--- src/pressure_temp_compensation_assert.svh ---
// assertion macros shared by the compensation pipeline
`ifndef PRESSURE_TEMP_COMPENSATION_ASSERT_SVH
`define PRESSURE_TEMP_COMPENSATION_ASSERT_SVH

// same-cycle implication
`define PTC_ASSERT_IMPL(name, clk, rstn, ante, cons, msg) \
  name: assert property (@(posedge clk) disable iff (!rstn) (ante) |-> (cons)) \
    else $error(msg);

// next-cycle implication
`define PTC_ASSERT_NEXT(name, clk, rstn, ante, cons, msg) \
  name: assert property (@(posedge clk) disable iff (!rstn) (ante) |=> (cons)) \
    else $error(msg);

`endif

--- src/ptc_div.sv ---
`default_nettype none

`include "pressure_temp_compensation_assert.svh"

module ptc_div #(
  parameter int NW    = 27,
  parameter int DW    = 18,
  parameter int SW    = 8,
  parameter int STEPS = 2
) (
  input  logic          clk_i,
  input  logic          rst_ni,
  input  logic          up_valid_i,
  output logic          up_ready_o,
  input  logic [NW-1:0] dividend_i,
  input  logic [DW-1:0] divisor_i,
  input  logic [SW-1:0] side_i,
  output logic          dn_valid_o,
  input  logic          dn_ready_i,
  output logic [NW-1:0] quotient_o,
  output logic [SW-1:0] side_o
);

  localparam int NS = (NW + STEPS - 1) / STEPS;

  logic          v_q   [NS];
  logic          en    [NS];
  logic [DW-1:0] rem_q [NS];
  logic [NW-1:0] qn_q  [NS];
  logic [DW-1:0] dv_q  [NS];
  logic [SW-1:0] sd_q  [NS];

  genvar k;
  for (k = 0; k < NS; k++) begin : g_st
    logic          v_in;
    logic [DW-1:0] rem_in;
    logic [NW-1:0] qn_in;
    logic [DW-1:0] dv_in;
    logic [SW-1:0] sd_in;
    logic [DW-1:0] rem_d;
    logic [NW-1:0] qn_d;

    if (k == 0) begin : g_first
      assign v_in   = up_valid_i;
      assign rem_in = '0;
      assign qn_in  = dividend_i;
      assign dv_in  = divisor_i;
      assign sd_in  = side_i;
    end else begin : g_next
      assign v_in   = v_q[k-1];
      assign rem_in = rem_q[k-1];
      assign qn_in  = qn_q[k-1];
      assign dv_in  = dv_q[k-1];
      assign sd_in  = sd_q[k-1];
    end

    if (k == NS - 1) begin : g_last
      assign en[k] = !v_q[k] | dn_ready_i;
    end else begin : g_mid
      assign en[k] = !v_q[k] | en[k+1];
    end

    // restoring division, msb first
    always_comb begin
      logic [DW:0] trial;
      logic [DW:0] diff;
      rem_d = rem_in;
      qn_d  = qn_in;
      for (int j = 0; j < STEPS; j++) begin
        if (k * STEPS + j < NW) begin
          trial = {rem_d, qn_d[NW-1]};
          diff  = trial - {1'b0, dv_in};
          if (trial >= {1'b0, dv_in}) begin
            rem_d = diff[DW-1:0];
            qn_d  = {qn_d[NW-2:0], 1'b1};
          end else begin
            rem_d = trial[DW-1:0];
            qn_d  = {qn_d[NW-2:0], 1'b0};
          end
        end
      end
    end

    always_ff @(posedge clk_i or negedge rst_ni) begin
      if (!rst_ni) begin
        v_q[k] <= 1'b0;
      end else if (en[k]) begin
        v_q[k] <= v_in;
      end
    end

    always_ff @(posedge clk_i) begin
      if (en[k]) begin
        rem_q[k] <= rem_d;
        qn_q[k]  <= qn_d;
        dv_q[k]  <= dv_in;
        sd_q[k]  <= sd_in;
      end
    end
  end

  assign up_ready_o = en[0];
  assign dn_valid_o = v_q[NS-1];
  assign quotient_o = qn_q[NS-1];
  assign side_o     = sd_q[NS-1];

  `PTC_ASSERT_IMPL(a_rem_below_divisor, clk_i, rst_ni, v_q[NS-1], rem_q[NS-1] < dv_q[NS-1], "divider remainder not below divisor")
  `PTC_ASSERT_IMPL(a_ready_follows, clk_i, rst_ni, dn_ready_i, up_ready_o, "divider blocks input while output drains")

endmodule

`default_nettype wire

--- config.mk ---
export PLATFORM = sky130hd
export DESIGN_NAME = ptc_div
export DESIGN_NICKNAME = d
export VERILOG_FILES = /design/src/ptc_div.sv
export VERILOG_INCLUDE_DIRS = /design/src /design/src/src
export SDC_FILE = /design/constraint.sdc
export NUM_CORES = 2
export LEC_CHECK = 0
export BUFFER_PORTS_ARGS = -buffer_cell sky130_fd_sc_hd__buf_2
export CORE_ASPECT_RATIO = 1.4
export CORE_UTILIZATION = 35
export DETAILED_ROUTE_END_ITERATION = 10
export HOLD_SLACK_MARGIN = 0.03
export PLACE_DENSITY = 0.57
export SLEW_MARGIN = 20
export SYNTH_ARGS = -nofsm -noshare
export SYNTH_HDL_FRONTEND = slang
export SYNTH_SLANG_ARGS = --single-unit
export TNS_END_PERCENT = 1
--- constraint.sdc ---
create_clock -name clk_i -period 17.6 [get_ports clk_i]
set_input_delay 3.52 -clock clk_i [delete_from_list [all_inputs] [get_ports clk_i]]
set_output_delay 3.52 -clock clk_i [all_outputs]
set_load 0.02 [all_outputs]
# Word-level counts from Yosys, hierarchy flattened
# Memories as Yosys holds them, arrays and structs flattened.
# Cells that the tools add are included.
[word_totals] rom_bits=0 mem_count=4 latchBits=0 reg_bits=14 mem_bits_rw=994
[mem_list] memory="qn_q" depth=14 word_bits=27 read_ports=14 rd_ports_with_merged_regs=0 wr=14 line="ptc_div.sv:29" text="logic [NW-1:0] qn_q [NS];"
[mem_list] memory="dv_q" depth=14 word_bits=18 read_ports=13 rd_ports_with_merged_regs=0 wr=14 line="ptc_div.sv:30" text="logic [DW-1:0] dv_q [NS];"
[mem_list] memory="rem_q" depth=14 word_bits=18 read_ports=13 rd_ports_with_merged_regs=0 wr=14 line="ptc_div.sv:28" text="logic [DW-1:0] rem_q [NS];"
[mem_list] memory="sd_q" depth=14 word_bits=8 read_ports=14 rd_ports_with_merged_regs=0 wr=14 line="ptc_div.sv:31" text="logic [SW-1:0] sd_q [NS];"
[op_classes] n_reduce_logical=14 n_bitwise=14 n_lt_le_gt_ge=27 eq_ne=0 muxes=82 mul=0 n_addsub=27 shift=0 n_div=0
[op_table] cell="$ge 19x18->1" count=26
[op_table] cell="$mux 18" count=27
[op_table] cell="$sub 18x18->18" count=26
[op_table] cell="$mux 1" count=55
[op_table] cell="$ge 1x18->1" count=1
[op_table] cell="$sub 1x18->18" count=1
[op_table] cell="$logic_not 1->1" count=14
[op_table] cell="$or 1x1->1" count=14

# Logic depth before layout (Yosys ltp)
[depth] word_depth=17 ltp_mapped=24

# Worst setup path after synthesis
# Ideal clock, no wire load.
[synth_timing] path_kind="input-to-output" start="input port dn_ready_i" end="output port up_ready_o" arrival_time_ns=11.310 path_buffers=0 path_slack_ns=2.770 cell_stages=9 t_required_ns=14.080 cell_sequence="nor2b_1 > nand2_1 > nor2_1 > nand2_1 > nor2_1 > and2_1 > nand3_1 > nor2_1 > nand2_1"
[synth_lines] element="from (decl)" line="ptc_div.sv:19" text="input logic dn_ready_i,"
[synth_lines] element="to (decl)" line="ptc_div.sv:14" text="output logic up_ready_o,"

==> summary.txt <==
Timing
  – Achievable frequency: 0.09700 GHz
  – Clock Skews: 0.03330 ns
  – RSZ-0062 raised after global routing: no
  – Min Clock Period, post-route: 10.31 ns
  – Final period util: 58.57%
  – Relative slew slack: 24.19%
  – Worst-Margin Slew: 1.130 ns
  – Fin. max-slew vios: 0
  – Fin Hold WS: 0.3946 ns
  – Final setup viols: 0
  – Fin Setup TNS: 0 ns
  – Final hold vios: 0

Flow run
  – Max-capacitance violation count: 0

Yosys
  – Syn_area_per_cell: 11.89 um2
  – Top post-synthesis cells by area: edfxtp_1 51%, ha_1 10%, mux2_2 5.2%
  – Share of the yosys chip area belonging to registers: 51.78%
  – Count of cell types in the netlist: 99
  – Top-count cell post-synth: edfxtp_1
  – Top_reg_cell synth: edfxtp_1
  – YS warnings: 0
  – Synth area leader: edfxtp_1
  – Post-synth top cells: 958 x edfxtp_1, 470 x ha_1, 419 x inv_1
  – Syn_nets: 5,280
  – Share of the synthesized area in the top cell type: 51.15%
  – Number of synthesized flops with an enable pin: 958
  – Mapped cell area: 56,240 um2
  – #FFs+latches synth: 972
  – Post-synthesis async set-or-reset flop share: 1.440%
  – Mapped Cells: 4,728

Power and ir drop
  – Lkg Pwr: 26.12 nW
  – Power Dens Cells: 222.9 nW/um2
  – Peak supply drop: 0.0001239 V

Critical path
  – Worst EP required: 14.08 ns
  – Crit end category: primary output
  – Delay-heaviest family, CP: simple AND/OR/NAND/NOR gates
  – Buffers & Inverters on Critical Path: 2
  – Critical path launch point type: input port
  – CP Class: input port to primary output
  – Crit path DAT: 6.79 ns
  – Cell Chain, Critical Path: buf_2 > nor2b_1 > nand2_4 > nor2_1 > nand2_4 > nor2_1 > and2_1 > nand3_4 > nor2_1 > nand2_4 > buf_2
  – Crit path max fanout: 24
  – Slowest cell on the critical path: nor2_1
  – Max incr delay on CP: 0.53 ns

Min path
  – HP Class: flip-flop to flip-flop

Clock tree
  – Cts bufs inserted: 106
  – Clk sink count: 972
  – Clock Pin Slew Worst Setup and Hold Paths: 0.06 ns
  – Clock root buffer: clkbuf_16
  – CTS tree: yes
  – # Post-CTS Setup Buffers: 0
  – Resized Gates After CTS: 0
  – Clock Latency Late Sink: 0.73 ns
  – Clock buffer depth: 3
  – Hold_buf cts: 0
  – H-tree levels: 3

Detailed routing
  – Router iterations before antenna repair: 5
  – Remaining DRCs: 0
  – Via density per instance: 5.164
  – Final wirelength: 134,200 um
  – DRT antenna net count: 0
  – Initial DRC Count: 1,504
  – Routed via count: 36.66k
  – Routed len/inst: 18.91 um

Global route
  – Vias in the first global route: 38.77k
  – Global route overflow: 0
  – First-pass GRT wire length: 206,100 um
  – GRT Overall Usage: 16.24%
  – Largest net degree at the start of global routing: 73
  – Antenna violations before repair: 1

Place
  – DP Wirelength: 108,900 um
  – Placer congestion estimate: 0.8792
  – PortBufs: 93

Floorplan
  – Die extent in y: 476.3 um
  – DIE AREA: 162,300 um2
  – Die Wd: 340.8 um
  – Num rows: 173
  – Initial core utilization: 35.35%
  – IO Count: 94
  – Core Region: 159,100 um2

Finish
  – Synth-to-layout area growth: 11.74%
  – Nets: 5,458
  – Layout cells sized above 1: 12.81%

Run status
  – Status: complete, no violations
[per-layer routing]
metal / share of wire, % / vias up / track usage [%]
met1: 31 / 17764 / 13.19
met3: 2.3 / 288 / 1.966
met2: 61 / 494 / 35.33
met5: 0 / - / 0
li1: - / 18111 / -
met4: 5.6 / 0 / 9.213
[final cells by class]
| type | count | area, um2 |
|---|---|---|
| clock inverter | 74 | 680.7 |
| sequential | 972 | 29120 |
| fill | 15071 | 96250 |
| multi-input combinational | 3273 | 25300 |
| timing repair buffer | 133 | 789.5 |
| clock buffer | 125 | 2744 |
| tap | 2100 | 2628 |
| inverter | 420 | 1578 |
| antenna | 1 | 2.502 |
[state kept, by name, summed over array words and instances (netlist names)]
signal and flops:
g_st.v_in 13, qn_q 378, dv_q 234, dn_valid_o 1
sd_q 112, rem_q 234
[cell usage in the layout (no fill, tap or decap), types with 31 or more instances in the layout]
cell type,instances
edfxtp_1,958
ha_1,470
inv_1,415
a21oi_1,348
mux2_2,259
nor2_1,245
xnor2_1,242
nand2_1,240
o21ai_0,211
a21o_1,131
clkbuf_16,106
xor2_1,93
buf_2,93
nor3_1,81
nand3_1,78
nand4_1,63
o21a_1,59
o21bai_1,55
nor2b_1,55
nand2b_1,55
buf_4,38
mux2i_1,32
a211oi_1,31
and3_1,31
[worst reg2reg max path: stages (launching register included)]
cell and delay, ns:
edfxtp_1 0.47, inv_1 0.17, ha_1 0.26, nor2b_1 0.14
o31a_1 0.29, o41ai_2 0.49, o311ai_2 0.25, o21ai_0 0.22
and3_1 0.17, buf_4 0.29, mux2_2 0.43, ha_1 0.34
or2_2 0.30, and3_1 0.20, o31ai_1 0.71, a31oi_1 0.22
o21ai_0 0.31, a21oi_1 0.12, a211o_1 0.32, a31oi_4 0.68
mux2_2 0.45
[power breakdown]
| group | switching (mW) | internal (mW) |
|---|---|---|
| Sequential | 0.268 | 3.53 |
| Combinational | 4.43 | 3.59 |
| Clock | 0.939 | 1.25 |
| Total | 5.64 | 8.37 |
[through the flow]
stage                     setup WS [ns]  cell area [um2]  cells  util, %  total power [mW]
after global placement            7.191            59380   6896    37.32             11.74
after floorplan                   2.770            56240   4728        -             9.982
final                             7.291            62840   7098    39.50             14.01
after detailed placement          7.156            59380   6896    37.32             11.85
after global routing              6.932            62840   7098    39.50             15.00
after CTS                         7.144            62800   7095    39.47             14.13
[path summary, 6_finish.rpt]
check                      slack [ns]         from           end  depth (start not counted)
max in group asynchronous       14.58       rst_ni    dn_valid_o                          1
max                              7.29   dn_ready_i    up_ready_o                         11
min reg2reg                      0.39  sd_q[1][11]   sd_q[1][19]                          0
min                              0.39  sd_q[1][11]   sd_q[1][19]                          0
max reg2reg                     10.52  dv_q[0][19]  rem_q[0][40]                         20
min in group asynchronous        2.72       rst_ni  g_st[1].v_in                          1
[cells by family (layout without fill, tap and decap cells)]
group / Yosys count / count (layout) / synth area share, %
fa+ha+maj: 495 / 495 / 11.35
xor+xnor: 336 / 336 / 5.233
compound gates: 1145 / 1145 / 13.50
simple gates: 999 / 999 / 8.802
flops: 972 / 972 / 51.78
mux: 298 / 298 / 5.943
buf+inv: 483 / 752 / 3.402
other cells: 0 / 1 / 0
(Power assumes the default switching activity.)
