**config.mk**
```make
export PLATFORM = sky130hd
export DESIGN_NAME = ptc_back
export DESIGN_NICKNAME = d
export VERILOG_FILES = /design/src/pressure_temp_compensation_assert.svh /design/src/ptc_pkg.sv /design/src/ptc_back.sv
export SDC_FILE = /design/constraint.sdc
export NUM_CORES = 2
export LEC_CHECK = 0
export BUFFER_PORTS_ARGS = -buffer_cell sky130_fd_sc_hd__buf_4
export CORE_ASPECT_RATIO = 1.25
export CORE_MARGIN = 10
export CORE_UTILIZATION = 47
export CTS_BUF_LIST = sky130_fd_sc_hd__clkbuf_2
export DETAILED_ROUTE_END_ITERATION = 8
export GPL_TIMING_DRIVEN = 0
export SLEW_MARGIN = 5
export SYNTH_ARGS = -nofsm -noshare
export SYNTH_HDL_FRONTEND = slang
export SYNTH_SLANG_ARGS = --single-unit
export TNS_END_PERCENT = 30
```
**constraint.sdc**
```tcl
create_clock -name clk_i -period 17.9 [get_ports clk_i]
set_input_delay 3.58 -clock clk_i [delete_from_list [all_inputs] [get_ports clk_i]]
set_output_delay 3.58 -clock clk_i [all_outputs]
set_load 0.005 [all_outputs]
```
**src/pressure_temp_compensation_assert.svh**
```systemverilog
// assertion macros shared by the compensation pipeline
`ifndef PRESSURE_TEMP_COMPENSATION_ASSERT_SVH
`define PRESSURE_TEMP_COMPENSATION_ASSERT_SVH

// same-cycle implication
`define PTC_ASSERT_IMPL(name, clk, rstn, ante, cons, msg) \
  name: assert property (@(posedge clk) disable iff (!rstn) (ante) |-> (cons)) \
    else $error(msg);

// next-cycle implication
`define PTC_ASSERT_NEXT(name, clk, rstn, ante, cons, msg) \
  name: assert property (@(posedge clk) disable iff (!rstn) (ante) |=> (cons)) \
    else $error(msg);

`endif

```
**src/ptc_pkg.sv**
```systemverilog
`default_nettype none

package ptc_pkg;

  localparam int UT_W       = 16;
  localparam int UPB_W      = 24;
  localparam int UP_W       = 19;
  localparam int T_W        = 16;
  localparam int P_W        = 18;
  localparam int X1_W       = 18;
  localparam int D1N_W      = 27;
  localparam int D1D_W      = 18;
  localparam int D2N_W      = 50;
  localparam int D2D_W      = 35;
  localparam int CFG_IDX_W  = 3;
  localparam int CFG_DATA_W = 48;

  localparam int K_T_OFF  = 4000;
  localparam int K_B7     = 50000;
  localparam int K_X1     = 3038;
  localparam int K_X2     = -7357;
  localparam int K_COR    = 3791;
  localparam int K_B4_OFF = 32768;
  localparam logic [P_W-1:0] P_MAX = '1;

  typedef enum logic [CFG_IDX_W-1:0] {
    CFG_AC_FIRST  = 3'd0,
    CFG_AC_SECOND = 3'd1,
    CFG_B_PAIR    = 3'd2,
    CFG_M_PAIR    = 3'd3,
    CFG_OSS       = 3'd4
  } cfg_idx_e;

  typedef struct packed {
    logic signed [15:0] ac1;
    logic signed [15:0] ac2;
    logic signed [15:0] ac3;
    logic [15:0]        ac4;
    logic [15:0]        ac5;
    logic [15:0]        ac6;
    logic signed [15:0] b1;
    logic signed [15:0] b2;
    logic signed [15:0] mc;
    logic signed [15:0] md;
    logic [1:0]         oss;
  } cal_t;

  typedef struct packed {
    logic                  fault;
    logic                  qneg;
    logic signed [X1_W-1:0] x1;
    logic [UP_W-1:0]       up;
  } side1_t;

  typedef struct packed {
    logic                  fault;
    logic                  qneg;
    logic signed [T_W-1:0] temp;
  } side2_t;

endpackage

`default_nettype wire

```
**src/ptc_back.sv**
```systemverilog
`default_nettype none

module ptc_back (
  input  logic                           clk_i,
  input  logic                           rst_ni,
  input  logic                           up_valid_i,
  output logic                           up_ready_o,
  input  logic [ptc_pkg::D2N_W-1:0]      q_i,
  input  ptc_pkg::side2_t                side_i,
  output logic                           dn_valid_o,
  input  logic                           dn_ready_i,
  output logic signed [ptc_pkg::T_W-1:0] temp_o,
  output logic [ptc_pkg::P_W-1:0]        pres_o,
  output logic                           fault_o
);

  localparam int NST = 5;
  localparam logic signed [13:0] KX2 = 14'(ptc_pkg::K_X2);

  logic v_q [NST];
  logic en  [NST];

  assign en[NST-1] = !v_q[NST-1] | dn_ready_i;
  for (genvar k = 0; k < NST - 1; k++) begin : g_en
    assign en[k] = !v_q[k] | en[k+1];
  end

  logic                           fault_q [NST-1];
  logic signed [ptc_pkg::T_W-1:0] temp_q  [NST-1];
  logic signed [31:0]             p_q     [NST-1];

  // stage 0: signed quotient saturated to 32 bits
  logic [ptc_pkg::D2N_W-1:0] nq;
  logic signed [31:0]        p_d;
  assign nq = '0 - q_i;

  always_comb begin
    if (side_i.qneg) begin
      if (q_i > ptc_pkg::D2N_W'(64'h8000_0000)) begin
        p_d = 32'sh8000_0000;
      end else begin
        p_d = nq[31:0];
      end
    end else if (q_i > ptc_pkg::D2N_W'(64'h7FFF_FFFF)) begin
      p_d = 32'sh7FFF_FFFF;
    end else begin
      p_d = q_i[31:0];
    end
  end

  // stage 1: squares and linear term
  logic signed [23:0] a;
  logic signed [47:0] aa_full;
  logic [46:0]        aa_q;
  logic signed [45:0] px_d, px_q;
  assign a       = p_q[0][31:8];
  assign aa_full = a * a;
  assign px_d    = p_q[0] * KX2;

  // stage 2: x1 and x2
  logic [58:0]        x1m;
  logic [41:0]        x1_q;
  logic signed [29:0] x2_q;
  assign x1m = 59'(aa_q) * 59'(ptc_pkg::K_X1);

  // stage 3: correction
  logic signed [43:0] s4;
  logic signed [39:0] corr_q;
  assign s4 = $signed({2'b00, x1_q}) + $signed({{14{x2_q[29]}}, x2_q})
              + 44'(ptc_pkg::K_COR);

  // stage 4: final pressure and output register
  logic signed [41:0]              pf;
  logic [ptc_pkg::P_W-1:0]         pres_d, pres_q;
  logic signed [ptc_pkg::T_W-1:0]  tout_q;
  logic                            fout_q;
  assign pf = $signed({{10{p_q[3][31]}}, p_q[3]}) + $signed({{2{corr_q[39]}}, corr_q});

  always_comb begin
    if (fault_q[3] || pf[41]) begin
      pres_d = '0;
    end else if (pf > $signed({24'b0, ptc_pkg::P_MAX})) begin
      pres_d = ptc_pkg::P_MAX;
    end else begin
      pres_d = pf[ptc_pkg::P_W-1:0];
    end
  end

  always_ff @(posedge clk_i or negedge rst_ni) begin
    if (!rst_ni) begin
      for (int i = 0; i < NST; i++) begin
        v_q[i] <= 1'b0;
      end
    end else begin
      if (en[0]) v_q[0] <= up_valid_i;
      for (int i = 1; i < NST; i++) begin
        if (en[i]) v_q[i] <= v_q[i-1];
      end
    end
  end

  always_ff @(posedge clk_i) begin
    if (en[0]) begin
      p_q[0]     <= p_d;
      fault_q[0] <= side_i.fault;
      temp_q[0]  <= side_i.temp;
    end
    if (en[1]) begin
      aa_q       <= aa_full[46:0];
      px_q       <= px_d;
      p_q[1]     <= p_q[0];
      fault_q[1] <= fault_q[0];
      temp_q[1]  <= temp_q[0];
    end
    if (en[2]) begin
      x1_q       <= x1m[57:16];
      x2_q       <= px_q[45:16];
      p_q[2]     <= p_q[1];
      fault_q[2] <= fault_q[1];
      temp_q[2]  <= temp_q[1];
    end
    if (en[3]) begin
      corr_q     <= s4[43:4];
      p_q[3]     <= p_q[2];
      fault_q[3] <= fault_q[2];
      temp_q[3]  <= temp_q[2];
    end
    if (en[4]) begin
      pres_q <= pres_d;
      tout_q <= fault_q[3] ? '0 : temp_q[3];
      fout_q <= fault_q[3];
    end
  end

  assign up_ready_o = en[0];
  assign dn_valid_o = v_q[NST-1];
  assign temp_o     = tout_q;
  assign pres_o     = pres_q;
  assign fault_o    = fout_q;

endmodule

`default_nettype wire

```
; Word level (Yosys, flattened, before mapping)
; Memory sizes are Yosys's and may differ from the RTL's. A register that Yosys moved wholly into a read port is not among the register bits.
; Index checks and enable logic that the tools add are counted.
[totals]
out_inout_bits = 37
input_bits = 72
register_bits = 229
n_memories = 3
mem_bits_rw = 196
elab_cells = 48
[mem_list]
columns = memory, words, word_bits, rd, rd_ports_with_merged_regs, wr, line_no
row1 = p_q, 4, 32, 4, 0, 4, ptc_back.sv:30  ; logic signed [31:0] p_q [NST-1];
row2 = temp_q, 4, 16, 4, 1, 4, ptc_back.sv:29  ; logic signed [ptc_pkg::T_W-1:0] temp_q [NST-1];
row3 = fault_q, 4, 1, 4, 0, 4, ptc_back.sv:28  ; logic fault_q [NST-1];
[op_classes]
n_reduce_logical = 6
bitwise = 5
n_mux = 12
addsub = 4
n_mul = 3
n_lt_le_gt_ge = 3
[ops]
columns = op, n
row1 = $mux 32, 3
row2 = $mul 47x11->57 const B, 1
row3 = $gt 50x31->1 const B, 1
row4 = $gt 50x32->1 const B, 1
row5 = $mul 24x24->47, 1
row6 = $mul 32x14->46 const B, 1
row7 = $add 43x30->44, 1
row8 = $add 44x13->44 const B, 1
row9 = $add 32x40->41, 1
row10 = $gt 41x19->1 const B, 1
row11 = $sub 1x32->32 const A, 1
row12 = $mux 18, 1
row13 = $mux 1, 8
row14 = $logic_not 1->1, 5
row15 = $or 1x1->1, 5
row16 = $logic_or 1x1->1, 1

; Logic depth before layout (Yosys ltp)
[depth]
ltp_word = 8
ltp_mapped = 29
depth_no_buf = 27

; Worst setup path before layout
; OpenSTA, ideal clock, no wires.
[synth_timing]
kind = input -> output
from = in dn_ready_i
to = out up_ready_o
arrival_ns = 8.807
path_slack_ns = 5.513
n_path_buf = 0
path_stages = 4
required_time_ns = 14.320
cell_sequence = nor2b_1 nand4_1 inv_1 nand2_1
[synth_lines]
columns = element, line_no
row1 = "start, declared", ptc_back.sv:11  ; input logic dn_ready_i,
row2 = "end, declared", ptc_back.sv:7  ; output logic up_ready_o,

==> results.toml <==
[run_status]
status = "finished clean"

[sta]
tightest_slew_ns = 1.19
fmax_mhz = 95.9
setup_viol_count_final = 0
period_share_pct = 58.3
worst_slack_ns = 7.47
finalCriticalPeriod_ns = 10.43
worst_slew_margin_rel_pct = 20.2
rsz0062_at_grt = "false"
hold_viol = 0
slew_violations = 0
fin_skew_ns = 0.106
fin_tns_setup_ns = 0

[yosys]
synth_warnings = 0
synth_area_leaders = "fa_1, edfxtp_1, ha_1, inv_1, xnor2_1"
async_flop_share_pct = 1.18
synth_ff_type = "edfxtp_1"
synth.avg_cell_area_um2 = 10.8
syn_area_um2 = 55000
synth_cell_types = 88
synth-edff-count = 418
yosysTopAreaCell = "fa_1"
syn_inst = 5112
synth_commonest_cells = "inv_1, fa_1, ha_1, edfxtp_1, nand2_1"
ys_ff_latch = 423
post-synth-top-count-cell = "inv_1"
seq_area_frac_synth_pct = 23.0
synth_top_area_share_pct = 35.4

[route]
vias = 35900
first_pass_iters = 6
drtAntennaViolNets = 0
wl_um = 134000
routedWlPerCell_um = 19.3
drt_iter0_markers = 1990
vias_per_cell = 5.15
drc = 0

[worst_setup_path]
r2r_setup_slack_ns = 7.47
r2r-start = "p_q[0][26]"
cp.arrival_ns = 11.29
crit_fanout = 10
crit_type = "reg -> reg"
r2r_cells = 26
r2r-end = "aa_q[46]"
cp.required_ns = 18.76
start_kind = "flop"
cp-end-kind = "flop"

[finish]
final_cell_area_um2 = 59000
layout.cells.non_filler = 6969
syn2layout_area_growth_pct = 7.25
n_fill_cell = 10800
drive_gt1_share_pct = 5.70
num-nets-final = 7008

[placed_design]
dpl_cell_area_um2 = 58000
pre_cts_ws_ns = 7.57
dp.final_hpwl_um = 114000
gp_congestion = 0.938
port_buffers = 108
dp_cells = 6798

[worst_hold_path]
hp-start = "px_q[45]"
hold-path-cell-count = 0
whs_endpoint = "x2_q[29]"
min_path_type = "reg -> reg"

[global_routing]
antenna_found_initial = 3
grt_pass1_wl_um = 212000
grt_max_degree = 72
grt_usage_pct = 20.8
globalRouteOverflowTotal = 0
grt_pass1_vias = 38600

[clocking]
cts_buffer_depth = 3
htreeDepth = 3
clock-root-buffer = "clkbuf_2"
clkSinkCount = 423
cts_tree = "done"
insertion_delay_ns = 1.14
cts_inserted_buffers = 96
post_cts_buffers = 0
cts_resized = 0
hold_buffers = 0
clkTransAtPathRegs_ns = 0.12

[die]
fp.coreArea_um2 = 116000
ios = 109
start_util_pct = 47.3
die_x_um = 326
die_h_um = 402
dieArea_um2 = 131000
rows = 140

[job]
cap_violations = 0
[state kept, by name (all words and copies together) (netlist names)]
register	flops
x1_q	42
dn_valid_o	1
temp_q	64
aa_q	46
x2_q	30
p_q	126
pres_o	18
fault_o	1
corr_q	40
v_q	4
px_q	31
fault_q	4
temp_o	16
[cell usage in the layout (no fill, tap or decap), types with 26 or more instances in the layout]
cell type,n
a31oi_1,37
o21bai_1,26
o21ai_0,103
a21oi_1,158
o311ai_1,26
inv_1,1343
clkinv_1,31
nor2b_1,33
nor2_1,277
and3_1,26
xnor2_1,128
buf_4,112
o21a_1,32
nand2_1,292
nand4_1,28
clkbuf_2,129
nand3_1,38
ha_1,630
nor3_1,45
xor2_1,62
clkbuf_1,69
a21o_1,75
edfxtp_1,418
fa_1,972
[per-stage QoR]
stage,hold WS [ns],util (%)
floorplan,0.400,-
global placement,0.400,49.7
detailed placement,0.405,49.9
CTS,0.344,50.7
global route,0.373,50.7
finish,0.382,50.7
[worst max-delay path: stages (launching register included)]
cell and delay [ns]:
edfxtp_1 0.77, clkbuf_1 0.76, buf_1 0.71, nand2_1 0.26, fa_1 0.58, inv_1 0.07, fa_1 0.50, fa_1 0.57
inv_1 0.06, fa_1 0.50, inv_1 0.06, fa_1 0.50, fa_1 0.51, inv_1 0.05, fa_1 0.48, inv_1 0.04
ha_1 0.36, and3_1 0.24, and2_1 0.16, a221o_1 0.34, a311oi_1 0.51, a21oi_1 0.49, a2111oi_0 0.71, o21ai_0 0.32
a31o_1 0.29, a21oi_1 0.22, xnor2_1 0.10
[final cells by class]
| class | count | area [um^2] | area share (%) |
|---|---|---|---|
| flip-flops and latches | 423 | 12700 | 21.5 |
| multi-input cells | 3256 | 37000 | 62.7 |
| clock inverters | 40 | 302 | 0.511 |
| inverters | 1353 | 5080 | 8.61 |
| diodes | 2 | 5.00 | 0.00848 |
| well taps | 1562 | 1950 | 3.31 |
| plain buffers | 81 | 317 | 0.537 |
| clock buffers | 129 | 646 | 1.09 |
| repair buffers | 123 | 1040 | 1.76 |
[worst max-delay path by stage]
stage,start,end,slack [ns],cells past startpoint
3_5_place_dp,p_q[0][26],aa_q[46],7.57,26
5_1_grt,p_q[0][18],aa_q[46],7.25,28
4_1_cts,p_q[0][18],aa_q[46],7.48,28
3_3_place_gp,dn_ready_i,up_ready_o,2.47,6
2_1_floorplan,dn_ready_i,up_ready_o,5.51,4
6_report,p_q[0][26],aa_q[46],7.47,26
[logic make-up after synthesis]
logic type,after synthesis,synth area share [%]
flops,423,23.0
simple gates,863,7.18
fa+ha+maj,1602,49.7
compound gates,595,7.17
xor+xnor,190,3.03
other cells,2,0.0137
mux,3,0.0546
buf+inv,1434,9.81
[metal layers]
metal  share of wire (%)  vias up  routed length [um]  track usage (%)
met5                   0        -                   0                0
met4                 4.3        0                5780             8.33
met3                 4.3      277                5740             2.14
met2                  51      885               68000             36.8
met1                  41    18000               54900             25.8
li1                    -    16700                   -                -
Power is left out: the tool's default activity adds up to more than one toggle a clock period on the data nets, which glitch-free logic cannot reach.
