--- src/pressure_temp_compensation_assert.svh ---
// assertion macros shared by the compensation pipeline
`ifndef PRESSURE_TEMP_COMPENSATION_ASSERT_SVH
`define PRESSURE_TEMP_COMPENSATION_ASSERT_SVH

// same-cycle implication
`define PTC_ASSERT_IMPL(name, clk, rstn, ante, cons, msg) \
  name: assert property (@(posedge clk) disable iff (!rstn) (ante) |-> (cons)) \
    else $error(msg);

// next-cycle implication
`define PTC_ASSERT_NEXT(name, clk, rstn, ante, cons, msg) \
  name: assert property (@(posedge clk) disable iff (!rstn) (ante) |=> (cons)) \
    else $error(msg);

`endif

--- src/ptc_pkg.sv ---
`default_nettype none

package ptc_pkg;

  localparam int UT_W       = 16;
  localparam int UPB_W      = 24;
  localparam int UP_W       = 19;
  localparam int T_W        = 16;
  localparam int P_W        = 18;
  localparam int X1_W       = 18;
  localparam int D1N_W      = 27;
  localparam int D1D_W      = 18;
  localparam int D2N_W      = 50;
  localparam int D2D_W      = 35;
  localparam int CFG_IDX_W  = 3;
  localparam int CFG_DATA_W = 48;

  localparam int K_T_OFF  = 4000;
  localparam int K_B7     = 50000;
  localparam int K_X1     = 3038;
  localparam int K_X2     = -7357;
  localparam int K_COR    = 3791;
  localparam int K_B4_OFF = 32768;
  localparam logic [P_W-1:0] P_MAX = '1;

  typedef enum logic [CFG_IDX_W-1:0] {
    CFG_AC_FIRST  = 3'd0,
    CFG_AC_SECOND = 3'd1,
    CFG_B_PAIR    = 3'd2,
    CFG_M_PAIR    = 3'd3,
    CFG_OSS       = 3'd4
  } cfg_idx_e;

  typedef struct packed {
    logic signed [15:0] ac1;
    logic signed [15:0] ac2;
    logic signed [15:0] ac3;
    logic [15:0]        ac4;
    logic [15:0]        ac5;
    logic [15:0]        ac6;
    logic signed [15:0] b1;
    logic signed [15:0] b2;
    logic signed [15:0] mc;
    logic signed [15:0] md;
    logic [1:0]         oss;
  } cal_t;

  typedef struct packed {
    logic                  fault;
    logic                  qneg;
    logic signed [X1_W-1:0] x1;
    logic [UP_W-1:0]       up;
  } side1_t;

  typedef struct packed {
    logic                  fault;
    logic                  qneg;
    logic signed [T_W-1:0] temp;
  } side2_t;

endpackage

`default_nettype wire

--- src/ptc_front.sv ---
`default_nettype none

module ptc_front (
  input  logic                          clk_i,
  input  logic                          rst_ni,
  input  ptc_pkg::cal_t                 cal_i,
  input  logic                          up_valid_i,
  output logic                          up_ready_o,
  input  logic [ptc_pkg::UT_W-1:0]      ut_i,
  input  logic [ptc_pkg::UPB_W-1:0]     upb_i,
  output logic                          dn_valid_o,
  input  logic                          dn_ready_i,
  output logic [ptc_pkg::D1N_W-1:0]     dividend_o,
  output logic [ptc_pkg::D1D_W-1:0]     divisor_o,
  output ptc_pkg::side1_t               side_o
);

  logic v_q [3];
  logic en  [3];

  assign en[2] = !v_q[2] | dn_ready_i;
  assign en[1] = !v_q[1] | en[2];
  assign en[0] = !v_q[0] | en[1];

  // stage 0: ut - ac6, pressure alignment
  logic signed [16:0]            d_d, d_q;
  logic [ptc_pkg::UPB_W-1:0]     up_sh;
  logic [ptc_pkg::UP_W-1:0]      up0_q, up1_q, up2_q;

  assign d_d   = $signed({1'b0, ut_i}) - $signed({1'b0, cal_i.ac6});
  assign up_sh = upb_i >> (4'd8 - {2'b00, cal_i.oss});

  // stage 1: x1
  logic signed [33:0]              prod;
  logic signed [ptc_pkg::X1_W-1:0] x1_d, x1_q, x1_2_q;

  assign prod = d_q * $signed({1'b0, cal_i.ac5});
  assign x1_d = prod[32:15];

  // stage 2: denominator and magnitudes
  logic signed [18:0]              den, den_neg;
  logic [ptc_pkg::D1D_W-1:0]       den_mag;
  logic [15:0]                     mc_mag;
  logic                            fault_q, qneg_q;
  logic [ptc_pkg::D1N_W-1:0]       dividend_q;
  logic [ptc_pkg::D1D_W-1:0]       divisor_q;

  assign den     = $signed({x1_q[17], x1_q}) + $signed({{3{cal_i.md[15]}}, cal_i.md});
  assign den_neg = -den;
  assign den_mag = den[18] ? den_neg[17:0] : den[17:0];
  assign mc_mag  = cal_i.mc[15] ? (16'd0 - cal_i.mc) : cal_i.mc;

  always_ff @(posedge clk_i or negedge rst_ni) begin
    if (!rst_ni) begin
      v_q[0] <= 1'b0;
      v_q[1] <= 1'b0;
      v_q[2] <= 1'b0;
    end else begin
      if (en[0]) v_q[0] <= up_valid_i;
      if (en[1]) v_q[1] <= v_q[0];
      if (en[2]) v_q[2] <= v_q[1];
    end
  end

  always_ff @(posedge clk_i) begin
    if (en[0]) begin
      d_q   <= d_d;
      up0_q <= up_sh[ptc_pkg::UP_W-1:0];
    end
    if (en[1]) begin
      x1_q  <= x1_d;
      up1_q <= up0_q;
    end
    if (en[2]) begin
      x1_2_q     <= x1_q;
      up2_q      <= up1_q;
      fault_q    <= (den == '0);
      qneg_q     <= cal_i.mc[15] ^ den[18];
      dividend_q <= {mc_mag, 11'b0};
      divisor_q  <= (den == '0) ? ptc_pkg::D1D_W'(1) : den_mag;
    end
  end

  assign up_ready_o   = en[0];
  assign dn_valid_o   = v_q[2];
  assign dividend_o   = dividend_q;
  assign divisor_o    = divisor_q;
  assign side_o.fault = fault_q;
  assign side_o.qneg  = qneg_q;
  assign side_o.x1    = x1_2_q;
  assign side_o.up    = up2_q;

endmodule

`default_nettype wire

--- config.mk ---
export PLATFORM = sky130hd
export DESIGN_NAME = ptc_front
export DESIGN_NICKNAME = d
export VERILOG_FILES = /design/src/pressure_temp_compensation_assert.svh /design/src/ptc_pkg.sv /design/src/ptc_front.sv
export SDC_FILE = /design/constraint.sdc
export NUM_CORES = 1
export LEC_CHECK = 0
export ABC_AREA = 1
export BUFFER_PORTS_ARGS = -buffer_cell sky130_fd_sc_hd__buf_2
export CAP_MARGIN = 15
export CORE_MARGIN = 2
export CORE_UTILIZATION = 28
export DETAILED_ROUTE_END_ITERATION = 16
export GPL_TIMING_DRIVEN = 0
export PLACE_DENSITY_LB_ADDON = 0.15
export SLEW_MARGIN = 30
export SYNTH_ARGS = -nofsm -noshare
export SYNTH_HDL_FRONTEND = slang
export SYNTH_SLANG_ARGS = --single-unit
--- constraint.sdc ---
create_clock -name clk_i -period 18.1 [get_ports clk_i]
set_clock_uncertainty 0.2 [all_clocks]
set_input_delay 0.905 -clock clk_i [delete_from_list [all_inputs] [get_ports clk_i]]
set_output_delay 0.905 -clock clk_i [all_outputs]
set_load 0.01 [all_outputs]
## Word-level counts from Yosys, hierarchy flattened

Cells that the tools add are included.

- Add/subtract/negate cells: 5
- $mul: 1
- Shift operators: 1
- Mux-type cells: 2
- Bitwise operators: 4
- Reduce and logical (&&, ||, !) cells: 4

Operator list:

| cell | count |
|---|---|
| multiplier 17 x 17 -> 33 bit | 1 |
| >> shifter 24 x 4 -> 19 bit | 1 |
| adder 18 x 16 -> 19 bit | 1 |
| logical NOT 19 bit | 1 |
| two-way mux 18 bit | 1 |
| negation 18 bit | 1 |
| subtractor 16 x 16 -> 17 bit | 1 |
| subtractor 1 x 16 -> 16 bit, first input constant | 1 |
| two-way mux 15 bit | 1 |
| subtractor 4 x 2 -> 4 bit, first input constant | 1 |
| logical NOT 1 bit | 3 |
| bitwise OR 1 bit | 3 |
| bitwise XOR 1 bit | 1 |

- Flip-flop bits (word level): 149
- Input bits: 206
- Output and inout bits: 86
- Logic and storage cells: 31

## Logic depth before layout (Yosys ltp)

Gate-level depths: netlist of run 1.

- Depth in word-level cells: 4
- Gate-level depth with buffers: 28
- Gate-level depth less buffers: 26

## Worst setup path before layout of run 1

Ideal clock, no wire load.

- Kind: input -> register
- Start point: in cal_i[89] in the netlist's numbering
- End point: reg x1_q[17] in the netlist's numbering, data pin
- Setup time: 262 ps
- Arrival time: 6,060 ps
- Required time: 17,638 ps
- Path slack: 11,577 ps
- Cell stages on the path: 23
- Buffers on the path: 2
- Path through: clkbuf_1 > clkbuf_1 > nand2_1 > inv_1 > fa_1 > inv_1 > fa_1 > inv_1 > fa_1 > inv_1 > fa_1 > inv_1 > fa_1 > inv_1 > fa_1 > inv_1 > ha_1 > nand2_1 > nor2_1 > nand2_1 > nor4_1 > a21oi_1 > xor2_1

- Longest elaborated chain between the ends: 1

RTL lines:

| item | RTL line | source |
|---|---|---|
| start: declaration | ptc_front.sv:6 | `input ptc_pkg::cal_t cal_i,` |
| multiplier 17 x 17 -> 33 bit | ptc_front.sv:37 | `assign prod = d_q * $signed({1'b0, cal_i.ac5});` |
| net prod[32] | ptc_front.sv:34 | `logic signed [33:0] prod;` |
| end signal: assignment | ptc_front.sv:71 | `x1_q <= x1_d;` |
| end: declaration | ptc_front.sv:35 | `logic signed [ptc_pkg::X1_W-1:0] x1_d, x1_q, x1_2_q;` |

The timed path passes the listed nets, and every way through them passes these cells.
A chain may end at the register's enable or synchronous reset.

## Worst setup path after layout of run 1

- Start point: in cal_i[84] in the netlist's numbering
- End point: reg x1_q[13] in the netlist's numbering, data pin

Same word-level chain as after synthesis.

==> reports/qor.txt, run 1 <==
Status = finished, final reports clean
Unrepaired setup endpoints after global routing = no
Pre-CTS setup slack = 10.28 ns
Final nets = 2928
Final period util = 0.4069
Relative slew slack = 0.4663
Most used cell, CP = fa_1
IO Count = 292
Chip height = 261.0 microns
Routed vias = 13700
Placed Area = 20510 sq um
Vias in the first global route = 14601
First-pass GRT wire length = 80.16 mm
Seq cells post-synth = 149
Post-CTS Hold Buffers = 1
Post-Syn Instances = 2132
Syn-to-layout area delta = 14.34%
WL/cell = 15.96 microns
Die footprint = 68100 sq um
Final hold vios = 0
Startpoint type of the worst setup path = input port
Ys async rst share = 0.02013
GRT overflow = 0
Least-Margin Pin Slew = 0.8006 ns
Hold crit path type = flip-flop to flip-flop
Global placer's final weighted congestion = 0.8839
# setup viols final = 0
Ys Warns = 0
Slowest cell on crit path = clkbuf_1
Largest stage delay on the critical path = 0.66 ns
Vias/cell = 4.273
CTS Buffer Depth = 2
Cell Chain, Critical Path = clkbuf_1 > clkbuf_1 > nand2_1 > fa_1 > fa_1 > fa_1 > inv_1 > fa_1 > fa_1 > inv_1 > fa_1 > inv_1 > ha_1 > nand4_1 > nor3_1 > nor3_1 > o21ai_0 > nand2_1 > nand2_1 > nand2_1 > nand3_1 > nand2_1
Crit path DAT = 7.40 ns
Post-route setup slack = 10.74 ns
Pin count of the biggest net entering global routing = 50
Top delay family on crit path = adder cells
Fin Setup TNS = 0 ns
Mean Syn Cell Area = 8.672 sq um
HPWL Detailed = 43.08 mm
Post-synth EDFFs = 146
CP Max Fanout = 10
Initial core utilization = 0.2822
CTS-repair resized insts = 0
Clk sinks = 149
Design Area, Final = 21140 sq um
Root buffer cell = clkbuf_16
Top FF cell, synth = edfxtp_1
CORE AREA = 65510 sq um
Dpl cells = 3173
Post-synthesis cell type count = 53
Count of pins over their slew limit = 0
Fmax = 135.8 MHz
Final ANT Viol Nets = 0
TritonCTS buffer count = 17
PortBufs = 164
DR iter-0 viols = 736
TritonCTS clock tree = yes
Min cycle time layout = 7.365 ns
MaxCap Viol Count = 0
Clock latency on the worst-skew pair = 0.49 ns
Antenna violations before repair = 0
Antenna cells = 0
Pre-antenna DRT Iters = 5
WP data required = 18.13 ns
CTS clock-pin slew for the worst setup and hold paths = 0.07 ns
Buf/Inv on CP = 5
Worst R2R Setup Slack = 10.88 ns
DRC = 0
Critical path type = input port to flip-flop
Post-route insts no fill = 3206
Total Routing Usage GR = 0.1554
Seq/Total Area, Yosys = 0.2412
Htree depth = 4
Die X = 261.0 microns
Post CTS Setup Buffer Count = 0
Site row count = 94
Share of post-route cells with drive strength above 1 = 0.1102
Netlist Area Pre-Place = 18490 sq um
Setup crit end kind = flip-flop
Final WL = 51.15 mm
==> routing by layer <==
metal / track usage / wire (microns) / vias to the layer above / share of wire
li1: - / - / 6720 / -
met1: 0.2110 / 24210 / 6655 / 0.47
met2: 0.2567 / 23640 / 284 / 0.46
met3: 0.02855 / 2596 / 41 / 0.051
met4: 0.03667 / 702 / 0 / 0.014
met5: 0 / 0 / - / 0
==> final cells by class <==
type | instances | area, sq um
Buffer | 90 | 401.6
Inverter | 585 | 2198
Multi-Input combinational cell | 1318 | 11480
Fill cell | 6931 | 44370
Clock inverter | 14 | 177.7
Sequential cell | 149 | 4459
Timing Repair Buffer | 168 | 905.9
Clock buffer | 18 | 439.2
Tap cell | 864 | 1081
==> logic make-up after synthesis <==
group / count (synthesis) / share of synthesized area
adders and majority gates: 393 / 0.3772
and+or+nand+nor: 662 / 0.1466
buffers and inverters: 675 / 0.1406
other: 1 / 0.0002028
AOI/OAI and AO/OA: 169 / 0.05191
DFF: 149 / 0.2412
muxes: 7 / 0.003790
xor gates and xnor gates: 76 / 0.03844
==> cell usage in the layout (no fill, tap or decap), drive strengths merged, types with 5 or more instances in the layout <==
cell	n
xor2	51
mux2i	7
nand4	16
o21ai	76
xnor2	25
nor2	68
ha	119
nor3	11
edfxtp	146
conb	11
nand3	49
inv	592
nor4	6
buf	183
clkinv	5
nand2	497
clkbuf	92
nand3b	5
fa	274
a21oi	73
==> worst paths after layout <==
check / start / to / cells after the start
min reg2reg: up1_q[8]$_DFFE_PP_ / up2_q[8]$_DFFE_PP_ / 0
max: cal_i[84] / x1_q[13]$_DFFE_PP_ / 22
max reg2reg: d_q[9]$_DFFE_PP_ / x1_q[13]$_DFFE_PP_ / 24
max in group asynchronous: rst_ni / v_q[2]$_DFFE_PN0P_ / 2
min: up1_q[8]$_DFFE_PP_ / up2_q[8]$_DFFE_PP_ / 0
min in group asynchronous: rst_ni / v_q[1]$_DFFE_PN0P_ / 2
==> Yosys cell counts (2+ instances only) <==
library cell | number | area [sq um]
dfrtp_1 | 3 | 75.07
clkbuf_1 | 74 | 277.8
a21oi_4 | 2 | 32.53
o211ai_1 | 3 | 22.52
nand2_1 | 491 | 1843
o21a_1 | 4 | 30.03
xor2_2 | 4 | 65.06
nor3b_1 | 2 | 15.01
nor2_2 | 5 | 31.28
o21ai_0 | 68 | 340.3
inv_1 | 576 | 2162
a21oi_1 | 67 | 335.3
o21ai_1 | 6 | 30.03
buf_4 | 13 | 97.59
nor2_1 | 63 | 236.5
nand3_1 | 46 | 230.2
a31oi_1 | 3 | 18.77
nand3_2 | 3 | 30.03
edfxtp_1 | 146 | 4384
a21boi_0 | 2 | 15.01
nor4_1 | 5 | 31.28
nor3_1 | 11 | 55.05
nand3b_1 | 5 | 37.54
buf_6 | 2 | 22.52
and3_1 | 2 | 12.51
o31ai_1 | 2 | 15.01
fa_1 | 274 | 5485
xnor2_2 | 2 | 32.53
a21oi_2 | 4 | 35.03
xnor2_1 | 23 | 201.4
inv_2 | 6 | 22.52
clkinv_1 | 2 | 7.510
mux2i_1 | 7 | 70.07
xor2_1 | 47 | 411.6
nand2_2 | 6 | 37.54
or2_2 | 3 | 18.77
ha_1 | 119 | 1489
nand4_1 | 16 | 100.1
==> per-stage QoR <==
step / hold WS [ns] / util
finish: 0.2135 / 0.3227
global route: 0.2283 / 0.3227
CTS: 0.2159 / 0.3227
detailed placement: 0.2045 / 0.3131
global placement: 0.2036 / 0.3118
floorplan: 0.2003 / -
==> flip-flops by register name, summed over array words and instances, names as in the netlist, 2 cells and up <==
register / flops
x1_2_q: 18
x1_q: 18
dividend_o: 16
d_q: 17
v_q: 2
up1_q: 19
up2_q: 19
up0_q: 19
divisor_o: 18
Power of run 1 is not shown: default switching activity piles up to over one toggle a cycle in this logic, so the estimate is an artifact.
==> run 2, diff against run 1 <==
Clock period 18.1 ns to 6.6 ns, I/O delays scaled along.
==> reports/qor.txt, run 2 (synthesis gave the netlist of run 1 again) <==
Commonest non-fill, non-tap cell in the layout = inv_1 (unchanged)
Share of post-route cells with drive strength above 1 = 0.1405 (was 0.1102)
Status = finished, final reports clean (unchanged)
Design Area, Final = 21610 sq um (was 21140 sq um)
Clock latency on the worst-skew pair = 0.49 ns (about the same)
PortBufs = 164 (unchanged)
Pin count of the biggest net entering global routing = 50 (unchanged)
Fin util = 0.3298 (was 0.3227)
Count of pins over their slew limit = 0 (unchanged)
Root buffer cell = clkbuf_16 (unchanged)
Placed Area = 20510 sq um (unchanged)
Commonest cells after routing, fill and taps aside = inv_1, nand2_1, fa_1, buf_2, edfxtp_1 (unchanged)
Fmax = 157.3 MHz
Chip height = 261.0 microns (unchanged)
Routed vias = 13856 (was 13700)
CTS Buffer Depth = 2 (unchanged)
TritonCTS buffer count = 17 (unchanged)
Hold crit path type = input port to flip-flop (was flip-flop to flip-flop)
Relative slew slack = 0.5226 (was 0.4663)
Worst R2R Path Depth = 21 (was 24)
CTS clock-pin slew for the worst setup and hold paths = 0.07 ns (about the same)
Total Routing Usage GR = 0.1559 (was 0.1554)
MaxCap Viol Count = 0 (unchanged)
GRT overflow = 0 (unchanged)
Antenna cells = 0 (unchanged)
Final ANT Viol Nets = 0 (unchanged)
HPWL Detailed = 43.08 mm (unchanged)
Vias in the first global route = 14645 (was 14601)
Vias/cell = 4.284 (was 4.273)
Worst hold path depth = 3 (was 0)
Min cycle time layout = 6.357 ns
CORE AREA = 65510 sq um (unchanged)
First-pass GRT wire length = 80.45 mm (was 80.16 mm)
Setup crit end kind = flip-flop (unchanged)
Htree depth = 4 (unchanged)
WP data required = 6.60 ns (was 18.13 ns)
CP Max Fanout = 6 (was 10)
DR iter-0 viols = 776 (was 736)
Final nets = 2956 (was 2928)
Syn-to-layout area delta = 16.87% (was 14.34%)
Critical path type = flip-flop to flip-flop (was input port to flip-flop)
Final hold vios = 0 (unchanged)
Pre-antenna DRT Iters = 5 (unchanged)
Die footprint = 68100 sq um (unchanged)
Initial core utilization = 0.2822 (unchanged)
Startpoint type of the worst setup path = flip-flop (was input port)
Crit path DAT = 6.36 ns (was 7.40 ns)
Least-Margin Pin Slew = 0.7160 ns (was 0.8006 ns)
Clk sinks = 149 (unchanged)
Regs by FF count = up0_q (19), up1_q (19), up2_q (19) (unchanged)
TritonCTS clock tree = yes (unchanged)
IO Count = 292 (unchanged)
Die X = 261.0 microns (unchanged)
Final period util = 0.9632
Global placer's final weighted congestion = 0.8839 (unchanged)
Antenna violations before repair = 0 (unchanged)
Final WL = 51.36 mm (was 51.15 mm)
DRC = 0 (unchanged)
WL/cell = 15.88 microns (was 15.96 microns)
WHS = 0.05401 ns (was 0.2135 ns)
# setup viols final = 0 (unchanged)
Site row count = 94 (unchanged)
run 2: final timing paths:
kind / startpoint / endpoint / slack, ns
max: d_q[16]$_DFFE_PP_ / x1_q[17]$_DFFE_PP_ / 0.24
min: cal_i[25] / dividend_o[18]$_DFFE_PP_ / 0.05
max reg2reg: d_q[16]$_DFFE_PP_ / x1_q[17]$_DFFE_PP_ / 0.24
min reg2reg: up1_q[8]$_DFFE_PP_ / up2_q[8]$_DFFE_PP_ / 0.21
max in group asynchronous: rst_ni / v_q[1]$_DFFE_PN0P_ / 5.53
min in group asynchronous: rst_ni / v_q[2]$_DFFE_PN0P_ / 0.52
run 2: layout make-up:
class | count | area [sq um]
plain buffers | 74 | 385.4
clock buffers | 18 | 439.2
clock inverters | 14 | 177.7
fillers | 6887 | 43900
inverters | 585 | 2202
multi-input cells | 1318 | 11580
flip-flops and latches | 149 | 4459
well taps | 864 | 1081
repair buffers | 212 | 1284
run 2: metrics by stage:
| step | TNS [ns] | cells | setup slack (ns) |
|---|---|---|---|
| finish | 0 | 3234 | 0.2427 |
| global route | -0.04161 | 3234 | -0.02220 |
| CTS | 0 | 3214 | 0.005161 |
| global placement | -5.598 | 3170 | -0.6163 |
| detailed placement | -5.841 | 3173 | -0.6489 |
| floorplan | 0 | 2142 | 0.5915 |
run 2: critical path, stage by stage (launching register included):
cell,delay [ns]
edfxtp_1,0.39
buf_4,0.18
nand2_1,0.11
inv_1,0.10
fa_2,0.60
inv_1,0.13
fa_2,0.61
clkinvlp_4,0.17
buf_4,0.19
fa_1,0.52
inv_1,0.05
fa_1,0.47
fa_1,0.55
fa_1,0.60
inv_1,0.06
ha_2,0.38
nand2_1,0.09
nor2_2,0.14
nand2_2,0.10
o221ai_2,0.20
a21oi_2,0.07
xor2_1,0.16
run 2: repair_timing:
action	4_1_cts	5_1_grt
resized for setup	24	47
endpoints found under the setup margin	14	11
hold buffers	15	0
buffers inserted	4	26
pin swaps	0	3
hold endpoints to repair	16	0
run 2: metal layers:
| layer | track usage | up-vias | routed length, microns |
|---|---|---|---|
| met2 | 0.2576 | 283 | 23790 |
| met4 | 0.03651 | 0 | 706 |
| met3 | 0.02894 | 41 | 2619 |
| li1 | - | 6777 | - |
| met1 | 0.2116 | 6755 | 24250 |
| met5 | 0 | - | 0 |
Power of run 2 is left out for the same reason.
==> run 3, diff against run 2 <==
==> constraint.sdc (replaced) <==
create_clock -name clk_i -period 7.9 [get_ports clk_i]
set_clock_uncertainty 0.2 [all_clocks]
set_input_delay 1.185 -clock clk_i [delete_from_list [all_inputs] [get_ports clk_i]]
set_output_delay 1.185 -clock clk_i [all_outputs]
set_load 0.01 [all_outputs]
==> reports/qor.txt, run 3 (synthesis gave the netlist of run 1 again) <==
CTS Buffer Depth = 2 (unchanged)
Critical path type = input port to flip-flop (was flip-flop to flip-flop)
Site row count = 94 (unchanged)
GRT overflow = 0 (unchanged)
Least-Margin Pin Slew = 0.7987 ns (was 0.7160 ns)
Initial core utilization = 0.2822 (unchanged)
CTS-repair resized insts = 0 (was 24)
Chip height = 261.0 microns (unchanged)
Status = finished, final reports clean (unchanged)
IO Count = 292 (unchanged)
Final period util = 0.9682
Slowest cell on crit path = clkbuf_1 (was fa_2)
Vias in the first global route = 14601 (was 14645)
Final ANT Viol Nets = 0 (unchanged)
Commonest non-fill, non-tap cell in the layout = inv_1 (unchanged)
Antenna violations before repair = 0 (unchanged)
Global placer's final weighted congestion = 0.8839 (unchanged)
DRC = 0 (unchanged)
Crit path DAT = 7.68 ns (was 6.36 ns)
Final WL = 51.16 mm (was 51.36 mm)
Final hold vios = 0 (unchanged)
Routed vias = 13700 (was 13856)
Count of pins over their slew limit = 0 (unchanged)
Pin count of the biggest net entering global routing = 50 (unchanged)
WP data required = 7.93 ns (was 6.60 ns)
CORE AREA = 65510 sq um (unchanged)
Post-CTS Hold Buffers = 0 (was 15)
TritonCTS buffer count = 17 (unchanged)
Setup crit end kind = flip-flop (unchanged)
Largest stage delay on the critical path = 0.67 ns (was 0.61 ns)
CTS clock-pin slew for the worst setup and hold paths = 0.07 ns (about the same)
DR iter-0 viols = 743 (was 776)
Htree depth = 4 (unchanged)
Post CTS Setup Buffer Count = 0 (was 4)
Syn-to-layout area delta = 14.29% (was 16.87%)
# setup viols final = 0 (unchanged)
TritonCTS clock tree = yes (unchanged)
First-pass GRT wire length = 80.16 mm (was 80.45 mm)
Post-route setup slack = 0.2510 ns (was 0.2427 ns)
Startpoint type of the worst setup path = input port (was flip-flop)
Fin Setup TNS = 0 ns (unchanged)
Final nets = 2927 (was 2956)
Root buffer cell = clkbuf_16 (unchanged)
MaxCap Viol Count = 0 (unchanged)
Total Routing Usage GR = 0.1554 (was 0.1559)
Commonest cells after routing, fill and taps aside = inv_1, nand2_1, fa_1, buf_2, edfxtp_1 (unchanged)
HPWL Detailed = 43.08 mm (unchanged)
Die X = 261.0 microns (unchanged)
Vias/cell = 4.275 (was 4.284)
PortBufs = 164 (unchanged)
CP Max Fanout = 10 (was 6)
Relative slew slack = 0.4676 (was 0.5226)
Pre-CTS setup slack = -0.2039 ns (was -0.6489 ns)
Hold crit path type = flip-flop to flip-flop (was input port to flip-flop)
WL/cell = 15.96 microns (was 15.88 microns)
Antenna cells = 0 (unchanged)
Unrepaired setup endpoints after global routing = no
Most used cell, CP = fa_1
Share of post-route cells with drive strength above 1 = 0.1102 (was 0.1405)
Die footprint = 68100 sq um (unchanged)
Clock latency on the worst-skew pair = 0.49 ns (about the same)
Fmax = 130.7 MHz
Clk sinks = 149 (unchanged)
Cell Chain, Critical Path = clkbuf_1 > clkbuf_1 > nand2_1 > fa_1 > fa_1 > fa_1 > inv_1 > fa_1 > fa_1 > inv_1 > fa_1 > inv_1 > ha_1 > nand4_1 > nor3_1 > nor3_1 > o21ai_0 > nand2_1 > nand2_1 > nand2_1 > nand3_1 > nand2_1 (was buf_4 > nand2_1 > inv_1 > fa_2 > inv_1 > fa_2 > clkinvlp_4 > buf_4 > fa_1 > inv_1 > fa_1 > fa_1 > fa_1 > inv_1 > ha_2 > nand2_1 > nor2_2 > nand2_2 > o221ai_2 > a21oi_2 > xor2_1)
Min cycle time layout = 7.649 ns
Pre-antenna DRT Iters = 5 (unchanged)
Regs by FF count = up0_q (19), up1_q (19), up2_q (19) (unchanged)
==> run 3: changes by cell type in the layout (fill, tap and decap cells not counted), sizes merged <==
cell,change
buf,-33
clkbuf,+19
clkinvlp,-1
inv,+1
dlygate4sd3,-15
==> run 3: metal layers <==
layer  GRT usage  wire [microns]
met1      0.2110           24200
met2      0.2567           23670
met3     0.02855            2585
met4     0.03667             706
met5           0               0
==> run 3: final timing paths <==
check / end / slack (ns) / start / cells past startpoint
max: x1_q[13]$_DFFE_PP_ / 0.25 / cal_i[84] / 22
min: up2_q[8]$_DFFE_PP_ / 0.21 / up1_q[8]$_DFFE_PP_ / 0
max reg2reg: x1_q[13]$_DFFE_PP_ / 0.71 / d_q[9]$_DFFE_PP_ / 24
min reg2reg: up2_q[8]$_DFFE_PP_ / 0.21 / up1_q[8]$_DFFE_PP_ / 0
max in group asynchronous: v_q[2]$_DFFE_PN0P_ / 7.11 / rst_ni / 1
min in group asynchronous: v_q[1]$_DFFE_PN0P_ / 0.29 / rst_ni / 1
==> run 3: per-stage QoR <==
step / util / area [sq um] / std cells / hold slack, ns
2_1_floorplan: - / 18530 / 2142 / 0.2003
3_3_place_gp: 0.3118 / 20430 / 3170 / 0.2036
3_5_place_dp: 0.3131 / 20510 / 3173 / 0.2045
4_1_cts: 0.3225 / 21130 / 3205 / 0.2159
5_1_grt: 0.3225 / 21130 / 3205 / 0.2283
6_report: 0.3225 / 21130 / 3205 / 0.2137
==> run 3: cell type report <==
cell class,instances,area (sq um)
Inverter,585,2198
Tap cell,864,1081
Sequential cell,149,4459
Buffer,90,401.6
Fill cell,6932,44380
Clock buffer,18,439.2
Multi-Input combinational cell,1318,11480
Clock inverter,14,177.7
Timing Repair Buffer,167,895.9
==> run 3: worst max-delay path, delay by kind of cell <==
family	cells	cell delay, ns
fa+ha+maj	7	3.32
buf+inv	5	1.38
simple gates	9	1.19
compound gates	1	0.59
Power of run 3 is left out for the same reason.
